==> config.mk <==
export PLATFORM = sky130hd
export DESIGN_NAME = tgbc_ctrl
export DESIGN_NICKNAME = d
export VERILOG_FILES = /design/src/assert_macros.svh /design/src/tgbc_pkg.sv /design/src/tgbc_ctrl.sv
export SDC_FILE = /design/constraint.sdc
export NUM_CORES = 1
export LEC_CHECK = 0
export BUFFER_PORTS_ARGS = -buffer_cell sky130_fd_sc_hd__buf_4
export CAP_MARGIN = 0
export CORE_AREA = 3 3 40 42
export CTS_CLUSTER_DIAMETER = 80
export DETAILED_ROUTE_END_ITERATION = 16
export DIE_AREA = 0 0 43 45
export GPL_TIMING_DRIVEN = 0
export SYNTH_ARGS = -nofsm -noshare
export SYNTH_HDL_FRONTEND = slang
export SYNTH_SLANG_ARGS = --single-unit
==> constraint.sdc <==
create_clock -name clk -period 4.8 [get_ports clk]
set_input_delay 0.96 -clock clk [delete_from_list [all_inputs] [get_ports clk]]
set_output_delay 0.96 -clock clk [all_outputs]
set_load 0.1 [all_outputs]
==> src/assert_macros.svh <==
// Assertion macros used by the RTL top level
`ifndef ASSERT_MACROS_SVH
`define ASSERT_MACROS_SVH
`ifndef ASSERT_OFF
`define ASSERT_ALWAYS(lbl, clk, rst, cond) \
  lbl: assert property (@(posedge clk) disable iff (rst) (cond)) \
    else $error("assertion failed");
`define ASSERT_NEXT(lbl, clk, rst, ante, cons) \
  lbl: assert property (@(posedge clk) disable iff (rst) (ante) |=> (cons)) \
    else $error("assertion failed");
`else
`define ASSERT_ALWAYS(lbl, clk, rst, cond)
`define ASSERT_NEXT(lbl, clk, rst, ante, cons)
`endif
`endif

==> src/tgbc_pkg.sv <==
// Shared types and constants of the tile grid box collision block
package tgbc_pkg;

  localparam int POS_W      = 16;
  localparam int SIZE_W     = 10;
  localparam int TS_W       = 8;
  localparam int MAP_W      = 7;
  localparam int Y_W        = 17;
  localparam int DIV_W      = 17;
  localparam int DIV_LANES  = 4;
  localparam int DIV_CNT_W  = $clog2(DIV_W);
  localparam int CFG_IDX_W  = 2;
  localparam int CFG_DATA_W = 8;

  // Divider lanes: left column, right column, top row, bottom row
  localparam int LANE_C0 = 0;
  localparam int LANE_C1 = 1;
  localparam int LANE_R0 = 2;
  localparam int LANE_R1 = 3;

  // Register indexes
  localparam logic [CFG_IDX_W-1:0] CFG_TILE_SIZE    = 2'd0;
  localparam logic [CFG_IDX_W-1:0] CFG_MAP_WIDTH    = 2'd1;
  localparam logic [CFG_IDX_W-1:0] CFG_MAP_HEIGHT   = 2'd2;
  localparam logic [CFG_IDX_W-1:0] CFG_LANDING_TOL  = 2'd3;

  // Register reset values
  localparam logic [TS_W-1:0]  TILE_SIZE_RST   = 8'd24;
  localparam logic [MAP_W-1:0] MAP_WIDTH_RST   = 7'd64;
  localparam logic [MAP_W-1:0] MAP_HEIGHT_RST  = 7'd64;
  localparam logic [TS_W-1:0]  LANDING_TOL_RST = 8'd4;

  typedef enum logic [2:0] {
    OP_SET   = 3'd0,
    OP_CLEAR = 3'd1,
    OP_PROBE = 3'd2,
    OP_LEFT  = 3'd3,
    OP_RIGHT = 3'd4,
    OP_UP    = 3'd5,
    OP_DOWN  = 3'd6
  } op_t;

  typedef struct packed {
    logic clear_step;
    logic accept;
    logic plan;
    logic read;
    logic eval;
    logic finish;
  } ctrl_cmd_t;

  typedef struct packed {
    logic clear_last;
    logic div_done;
    logic need_read;
    logic scan_last;
  } dp_status_t;

endpackage

==> src/tgbc_ctrl.sv <==
// Controller state machine sequencing clear, divide, scan and result
module tgbc_ctrl import tgbc_pkg::*; (
  input  logic       clk,
  input  logic       rst,
  input  logic       start,
  input  dp_status_t status,
  output ctrl_cmd_t  cmd,
  output logic       busy
);

  typedef enum logic [6:0] {
    S_CLEAR  = 7'b0000001,
    S_IDLE   = 7'b0000010,
    S_DIV    = 7'b0000100,
    S_PLAN   = 7'b0001000,
    S_READ   = 7'b0010000,
    S_EVAL   = 7'b0100000,
    S_FINISH = 7'b1000000
  } state_t;

  state_t state;
  state_t state_next;

  always_ff @(posedge clk) begin
    if (rst) begin
      state <= S_CLEAR;
    end else begin
      state <= state_next;
    end
  end

  // Advance through the request and drive datapath commands
  always_comb begin
    state_next = state;
    cmd        = '0;
    case (state)
      S_CLEAR: begin
        cmd.clear_step = 1'b1;
        if (status.clear_last) begin
          state_next = S_IDLE;
        end
      end
      S_IDLE: begin
        if (start) begin
          cmd.accept = 1'b1;
          state_next = S_DIV;
        end
      end
      S_DIV: begin
        if (status.div_done) begin
          state_next = S_PLAN;
        end
      end
      S_PLAN: begin
        cmd.plan   = 1'b1;
        state_next = status.need_read ? S_READ : S_FINISH;
      end
      S_READ: begin
        cmd.read   = 1'b1;
        state_next = S_EVAL;
      end
      S_EVAL: begin
        cmd.eval   = 1'b1;
        state_next = status.scan_last ? S_FINISH : S_READ;
      end
      S_FINISH: begin
        cmd.finish = 1'b1;
        state_next = S_IDLE;
      end
      default: state_next = S_IDLE;
    endcase
  end

  assign busy = (state != S_IDLE);

endmodule

After elaboration in Yosys (flattened, before gate mapping)

Cells that the tools add are included.

Equality and inequality tests: 11
Muxes and demuxes: 13
Reductions and logical operators: 1

Operator list:

| operator                                               | count |
|---|---|
| case mux 7 bit (6 select lines)                        | 1 |
| 2-to-1 mux 7 bit                                       | 5 |
| == test 7 x 1 -> 1 bit (second input constant)         | 1 |
| == test 7 x 2 -> 1 bit (second input constant)         | 1 |
| == test 7 x 3 -> 1 bit (second input constant)         | 1 |
| == test 7 x 4 -> 1 bit (second input constant)         | 1 |
| == test 7 x 5 -> 1 bit (second input constant)         | 1 |
| == test 7 x 6 -> 1 bit (second input constant)         | 1 |
| == test 7 bit (second input constant)                  | 1 |
| 2-to-1 mux 1 bit                                       | 7 |
| inequality test 7 x 2 -> 1 bit (second input constant) | 1 |
| inequality test 2 bit (second input constant)          | 3 |
| AND reduction 3 bit                                    | 1 |

Register bits after elaboration: 7
Input bits: 7
Logic and storage cells: 26

Longest topological paths before layout

Gate-level depths: netlist of run 1.

Depth in word-level cells: 3
Mapped depth: 4
Gate-level depth less buffers: 4

Worst setup path after synthesis of run 1

Ideal clock, no wire load.

Path kind: register to output
Start point: reg state[2]
End point: out cmd[0] in the netlist's numbering
Data arrival time: 4.063 ns
Setup slack: -0.223 ns
Stages on the path, launching flop included: 3
Buffers on the path: 0
Cell sequence: dfxtp_1 or4_4 nor4b_1

RTL lines:

| element                | line            | source |
|---|---|---|
| from (decl)            | tgbc_ctrl.sv:21 | `state_t state;` |
| from (signal assigned) | tgbc_ctrl.sv:28 | `state <= state_next;` |
| to (decl)              | tgbc_ctrl.sv:7  | `output ctrl_cmd_t cmd,` |

==> flow_summary.ini, run 1 <==
[status]
status = completed

[synth]
synth_top_family_by_area = simple AND/OR/NAND/NOR gates
synth_cells = 44
syn-num-nets = 51
synth.area.top_cells = dfxtp_1, nor4b_4, a211oi_4
yosys.cell_types.count = 25
yosys_warnings = 0
ys_seq_area_share_pct = 32.5
synth_edf_count = 0
yosys.area.top_type = dfxtp_1
synth_seq_cells = 7
ys.flop_type = dfxtp_1
async_reset_ff_share_pct = 0
yosysMostFrequentCell = dfxtp_1
syn_area_um2 = 432
synth_area_per_cell_um2 = 9.81
synthTopCellsByCount = dfxtp_1, nor2_1, inv_1
netlist.area_leader.share_pct = 32.5
synthAdderAreaFrac_pct = 0
synthSimpleGateAreaFrac_pct = 44.9
synth_xor_area_share_pct = 2.03
synth-compound-area-share_pct = 17.1
synthMuxAreaShare_pct = 0

[floorplan]
die_area_um2 = 1940
boundaryPins = 14
die-height_um = 45
row_count = 13
die_w_um = 43
core_area_um2 = 1280
start_util_pct = 33.6

[flow_run]
maxCapViolations = 0

[grt]
track_usage_pct = 10.3
grt_first_pass_wirelength_mm = 1.46
antenna_found_initial = 0
grt_max_degree = 8
grt_pass1_vias = 360
globalRouteOverflowTotal = 0

[cts]
cts-root-buf = clkbuf_4
clockBufferDepth = 2
tritoncts = done
postCtsSetupBuffers = 0
clk_pin_slew_ns = 0.05
worstSkewPairLatency_ns = 0.24
h-tree-depth = 1
cts_made_buffers = 3
cts.sinks = 7
ctsResizeCount = 0
cts_hold_buf = 0

[cells_and_area]
antennaDiodeCount = 0
final_nets = 69
top_regs = state: 7 flops
drive_gt1_share_pct = 36.1
final_util_pct = 45.2
largest_reg_flops = 7
area_growth_pct = 34.5
top_register = state
finalInstanceArea_um2 = 581

[critical_path]
cp-startpoint = state[2]
cp.required_ns = 3.84
crit_type = flop to output pin
reg2reg_depth = 4
r2r-end = state[5]
cp.arrival_ns = 1.94
worstSetupEndpointType = output pin
crit_path_start_kind = flop
crit_end = cmd[4]
regToRegStartpoint = state[0]
cp_max_fo = 5
r2r_setup_slack_ns = 3.23

[drt]
detail_route.wl_per_cell_um = 11.8
drtIter0Drc = 9
dr.pass1.iters = 6
ant_nets = 0
routed_wl_um = 895
vias_per_cell = 5.18
vias = 394
drc = 0

[timing]
max_freq_mhz = 344
hold_slack_ns = 0.567
worst_pin_slew_ns = 0.559
fin_tns_setup_ns = 0
setup_violations = 0
rsz0062_at_grt = false
clock_skew_ns = 0.00179
finalMaxSlewViolations = 0
hold_viol = 0
fin_crit_sh_pct = 60.5
period_minus_slack_ns = 2.90
relSlewSlack_pct = 62.4

[placement]
placed_area_um2 = 554
portBuffers = 13
gp_congestion = 0.756
hpwl_um = 690

[pwr]
peakVddDrop_mv = 0.104
powerDensity_nw_per_um2 = 287
leakage_nw = 0.267

[worst_hold_path]
min-delay-start = state[1]
min_path_type = flop to flop
min_path_cells = 2
==> logic make-up (layout without fill, tap and decap cells) <==
family                    Yosys count  in the layout
buffers and inverters               4             21
AOI/OAI and AO/OA                   8              8
DFF                                 7              7
xor gates and xnor gates            1              1
and+or+nand+nor                    24             24
==> worst max-delay path: stages (launching register included) <==
cell and delay, ns:
dfxtp_1 0.34, or4_4 0.61, nor4b_4 0.30, and2_1 0.17, buf_4 0.28
==> layer usage <==
layer / vias up / global-route usage [%] / part of all wire [%]
li1: 199 / - / -
met1: 180 / 12.8 / 47
met2: 13 / 14.7 / 43
met3: 2 / 1.59 / 7.0
met4: 0 / 10.8 / 2.5
met5: - / 0 / 0
==> report_power, final <==
| part | switching [mW] | internal (mW) |
|---|---|---|
| combinational | 0.0304 | 0.0185 |
| sequential | 0.00482 | 0.0607 |
| clock | 0.0204 | 0.0316 |
==> how the worst min path moves through the flow <==
stage	to	slack, ns
after floorplan	state[1]	0.52
after global placement	state[1]	0.57
after detailed placement	state[1]	0.57
after CTS	state[1]	0.57
after global routing	state[1]	0.61
final	state[1]	0.57
==> placed cells by master, fill, tap and decap left out, types with 2 or more instances in the layout <==
cell and n:
buf_4 13, dfxtp_1 7, nor2_1 5, inv_1 3, clkbuf_4 3, nor3_1 2
and4b_1 2, nor4b_4 2, and2_1 2, a22oi_1 2, or3b_1 2
==> layout make-up <==
type                       count  area (um^2)
clock buffer                   4         26.3
fill                         139          704
inverter                       4         15.0
multi-input combinational     33          283
sequential                     7          140
tap                           15         18.8
timing repair buffer          13         97.6
==> metrics by stage <==
step	total power [mW]	std cells	setup WS, ns
after floorplan	0.104	44	1.17
after global placement	0.116	72	2.16
after detailed placement	0.116	72	2.14
after CTS	0.168	76	1.88
after global routing	0.174	76	1.81
final	0.167	76	1.90
Note: power is estimated with default switching activity, not from simulation.
==> run 2, diff against run 1 <==
- ABC_AREA: not set -> 1
- clock period: 4.8 -> 2.8 ns (I/O delays scaled with it)
==> run 2 against run 1 <==
- cell area decreased by 0.86%
- total power grew 62%
- via count up 8.9%
- critical endpoint unchanged
==> flow_summary.ini, run 2 <==
[grt]
grt_pass1_vias = 341
antenna_found_initial = 0
grt_max_degree = 7
globalRouteOverflowTotal = 0
track_usage_pct = 9.35
grt_first_pass_wirelength_mm = 1.32

[cells_and_area]
largest_reg_flops = 7
final_common_cell = nand2_1
drive_gt1_share_pct = 43.2
final_nets = 89
final_util_pct = 44.8
top_register = state
top_regs = state: 7 flops
area_growth_pct = 35.7
mostFrequentLayoutCells = nand2_1, buf_4, nor2_1
antennaDiodeCount = 0

[timing]
fin_tns_setup_ns = 0
setup_violations = 0
rsz0062_at_grt = false
hold_viol = 0
fin_crit_sh_pct = 69.9
finalMaxSlewViolations = 0
clock_skew_ns = 0.00243
max_freq_mhz = 511
worst_pin_slew_ns = 0.280
relSlewSlack_pct = 81.5
period_minus_slack_ns = 1.96

[critical_path]
crit_path_start_kind = flop
crit_type = flop to output pin
cp_max_fo = 4
cp.arrival_ns = 1.40
r2r_setup_slack_ns = 1.66
worstSetupEndpointType = output pin
regToRegStartpoint = state[3]
cp.required_ns = 2.24
reg2reg_depth = 8
r2r-end = state[1]

[drt]
drtIter0Drc = 5
drc = 0
routed_wl_um = 850
dr.pass1.iters = 4
vias_per_cell = 4.47
ant_nets = 0
detail_route.wl_per_cell_um = 8.85
vias = 429

[synth]
ys_seq_area_share_pct = 33.0
synthTopCellsByCount = nand2_1, nor2_1, dfxtp_1, inv_1, inv_2
yosys.cell_types.count = 18
async_reset_ff_share_pct = 0
synth.area.top_cells = dfxtp_1, nand2_1, nor2_1
synth_seq_cells = 7
synth_area_per_cell_um2 = 6.63
syn_area_um2 = 424
yosys.area.top_type = dfxtp_1
synth_edf_count = 0
yosys_warnings = 0
ys.flop_type = dfxtp_1
syn-num-nets = 71
netlist.area_leader.share_pct = 33.0
yosysMostFrequentCell = nand2_1
synth_cells = 64

[floorplan]
row_count = 13
boundaryPins = 14
die_w_um = 43
die-height_um = 45
start_util_pct = 33.0
die_area_um2 = 1940
core_area_um2 = 1280

[pwr]
peakVddDrop_mv = 0.138
leakage_nw = 0.311
powerDensity_nw_per_um2 = 469

[worst_hold_path]
worstHoldEndpoint = state[4]
min_path_type = primary input to flop
min-delay-start = rst
min_path_cells = 2

[status]
status = completed

[cts]
tritoncts = done
h-tree-depth = 1
clockBufferDepth = 2
cts-root-buf = clkbuf_4
cts_made_buffers = 3
postCtsSetupBuffers = 0
cts.sinks = 7
cts_hold_buf = 0
clk_pin_slew_ns = 0.05
ctsResizeCount = 0
worstSkewPairLatency_ns = 0.24

[placement]
gp_congestion = 0.725
hpwl_um = 725
portBuffers = 13

[flow_run]
maxCapViolations = 0
## run 2: layout make-up
cell class              count  area, um^2
fillers                   145         709
multi-input cells          44         244
flip-flops and latches      7         140
repair buffers             13        97.6
inverters                  13        48.8
clock buffers               4        26.3
well taps                  15        18.8
## run 2: power by group
group          internal, mW  switching (mW)
registers             0.104         0.00226
clock network        0.0542          0.0344
logic                0.0224          0.0531
## run 2: worst max-delay path by stage
stage	from	to	slack, ns	depth (start not counted)
after floorplan	state[1]	cmd[5]	0.1	3
after global placement	state[5]	cmd[4]	1.13	6
after detailed placement	state[3]	cmd[4]	1.10	6
after CTS	state[3]	cmd[4]	0.83	6
after global routing	state[3]	cmd[4]	0.76	6
final	state[3]	cmd[4]	0.84	6
## run 2: kinds of logic (layout without fill, tap and decap cells)
| kind of cell | count (synthesis) | count (layout) | share of synthesized area, % |
|---|---|---|---|
| AND/OR/NAND/NOR | 41 | 41 | 49.9 |
| AO/OA/AOI/OAI | 3 | 3 | 5.60 |
| buffers and inverters | 13 | 30 | 11.5 |
| flip-flops | 7 | 7 | 33.0 |
## run 2: metrics by stage
step	power (mW)	area (um^2)	cells	hold WS, ns	setup WS, ns
floorplan	0.166	433	64	0.538	0.0974
global placement	0.183	549	92	0.579	1.13
detailed placement	0.184	549	92	0.582	1.10
CTS	0.274	576	96	0.520	0.830
global route	0.284	576	96	0.522	0.764
finish	0.270	576	96	0.527	0.843
## run 2: per-layer routing
layer	vias to the layer above	global-route usage, %	share of wire, %
met5	-	0	0
met4	0	7.23	1.6
met3	2	2.39	5.5
met2	10	13.2	48
met1	186	12.1	44
li1	231	-	-
## run 2: critical path, cell delays in order (launching register included)
cell and delay [ns]:
dfxtp_1 0.31, inv_2 0.06, nand2_2 0.08, nor2_1 0.19
nand2_2 0.13, nor2_2 0.09, buf_4 0.29
==> run 3, diff against run 2 <==
- clock period: 2.8 -> 1.8 ns (I/O delays scaled with it)
==> run 3 against run 2 <==
- wire length decreased by 0.82%
- total power increased by 59%
- first-iteration DRC count increased by 120%
- sequential power increased by 56%
- worst setup slack got worse by 0.78 ns
- register-to-register slack got worse by 1.0 ns
- critical path depth unchanged
- cell area increased by 5.4%
- critical endpoint unchanged
- die area unchanged
- critical path type unchanged
- sequential share of layout area decreased by 1.3 points
- highest routed layer unchanged
==> flow_summary.ini, run 3 (synthesis gave the netlist of run 2 again) <==
[status]
status = completed

[cells_and_area]
final_common_cell = nand2_1
largest_reg_flops = 7
mostFrequentLayoutCells = nand2_1, buf_4, inv_1, dfxtp_1
finalInstanceArea_um2 = 607
area_growth_pct = 43.1
drive_gt1_share_pct = 45.7
top_regs = state: 7 flops
final_cells = 96
antennaDiodeCount = 0
final_nets = 89
top_register = state

[timing]
relSlewSlack_pct = 81.4
worst_pin_slew_ns = 0.278
period_minus_slack_ns = 1.73
hold_viol = 0
clock_skew_ns = 0.00111
rsz0062_at_grt = true
setup_violations = 0
fin_crit_sh_pct = 96.4
hold_slack_ns = 0.324
finalMaxSlewViolations = 0
worst_slack_ns = 0.0656
max_freq_mhz = 577

[placement]
placed_area_um2 = 573
place_inst = 92
dp_slack_ns = 0.303
hpwl_um = 689
portBuffers = 13
gp_congestion = 0.734

[grt]
grt_max_degree = 7
track_usage_pct = 9.42
grt_pass1_vias = 355
grt_first_pass_wirelength_mm = 1.37
antenna_found_initial = 0
globalRouteOverflowTotal = 0

[floorplan]
row_count = 13
die_area_um2 = 1940
start_util_pct = 33.0
boundaryPins = 14
core_area_um2 = 1280
die-height_um = 45
die_w_um = 43

[pwr]
powerDensity_nw_per_um2 = 708
leakage_nw = 0.315
peakVddDrop_mv = 0.250

[critical_path]
crit_type = flop to output pin
cp.arrival_ns = 1.37
cp_max_fo = 6
worstSetupEndpointType = output pin
crit_path_start_kind = flop
crit_slowest_cell = dfxtp_1
slowest_delay_ns = 0.32
path_cells = inv_2 -> nand2_4 -> nor2_4 -> nand2_4 -> nor2_4 -> buf_6
r2r_setup_slack_ns = 0.65
cp.required_ns = 1.44

[cts]
ctsResizeCount = 0
clk_pin_slew_ns = 0.05
cts-root-buf = clkbuf_4
clockBufferDepth = 2
h-tree-depth = 1
tritoncts = done
cts_hold_buf = 0
cts_made_buffers = 3
worstSkewPairLatency_ns = 0.25
cts.sinks = 7
postCtsSetupBuffers = 0

[drt]
vias = 429
ant_nets = 0
routed_wl_um = 843
drtIter0Drc = 11
vias_per_cell = 4.47
drc = 0
detail_route.wl_per_cell_um = 8.78
dr.pass1.iters = 4

[flow_run]
maxCapViolations = 0

[worst_hold_path]
min_path_type = primary input to flop
run 3: cell counts in the layout (fill, tap and decap cells not counted):
No cell type changed its count.
run 3: final cells by class:
class | count | area (um^2)
repair buffers | 13 | 105
well taps | 15 | 18.8
multi-input cells | 44 | 268
clock buffers | 4 | 26.3
inverters | 13 | 48.8
flip-flops and latches | 7 | 140
fillers | 126 | 678
run 3: worst paths after layout:
| path | startpoint | end | cells past startpoint |
|---|---|---|---|
| worst max-delay path | state[4] | cmd[4] | 6 |
| worst min-delay path | rst | state[6] | 2 |
| worst max register to register | state[4] | state[1] | 8 |
| worst min register to register | state[5] | state[5] | 3 |
run 3: layer usage:
layer | global-route usage, % | routed length [um] | vias to the layer above
met5 | 0 | 0 | -
met4 | 7.23 | 10 | 0
met3 | 1.20 | 48 | 2
met2 | 12.3 | 367 | 15
met1 | 13.8 | 416 | 180
li1 | - | - | 232
run 3: metrics by stage:
| step | setup TNS, ns | total power [mW] | util (%) |
|---|---|---|---|
| final | 0 | 0.430 | 47.2 |
| after global routing | -0.00267 | 0.453 | 47.2 |
| after CTS | 0 | 0.432 | 46.6 |
| after detailed placement | 0 | 0.293 | 44.6 |
| after global placement | 0 | 0.293 | 44.6 |
| after floorplan | -0.0794 | 0.266 | - |
run 3: critical path, delay by kind of cell, from the launching register on:
family / cells / cell delay [ns]
buffers and inverters: 2 / 0.29
AND/OR/NAND/NOR: 4 / 0.51
flip-flops: 1 / 0.32
run 3: where the power goes:
group          internal (mW)  leakage (nW)  switching [mW]
registers              0.161        0.0572         0.00364
logic                 0.0400         0.243          0.0858
clock network         0.0844        0.0150          0.0547
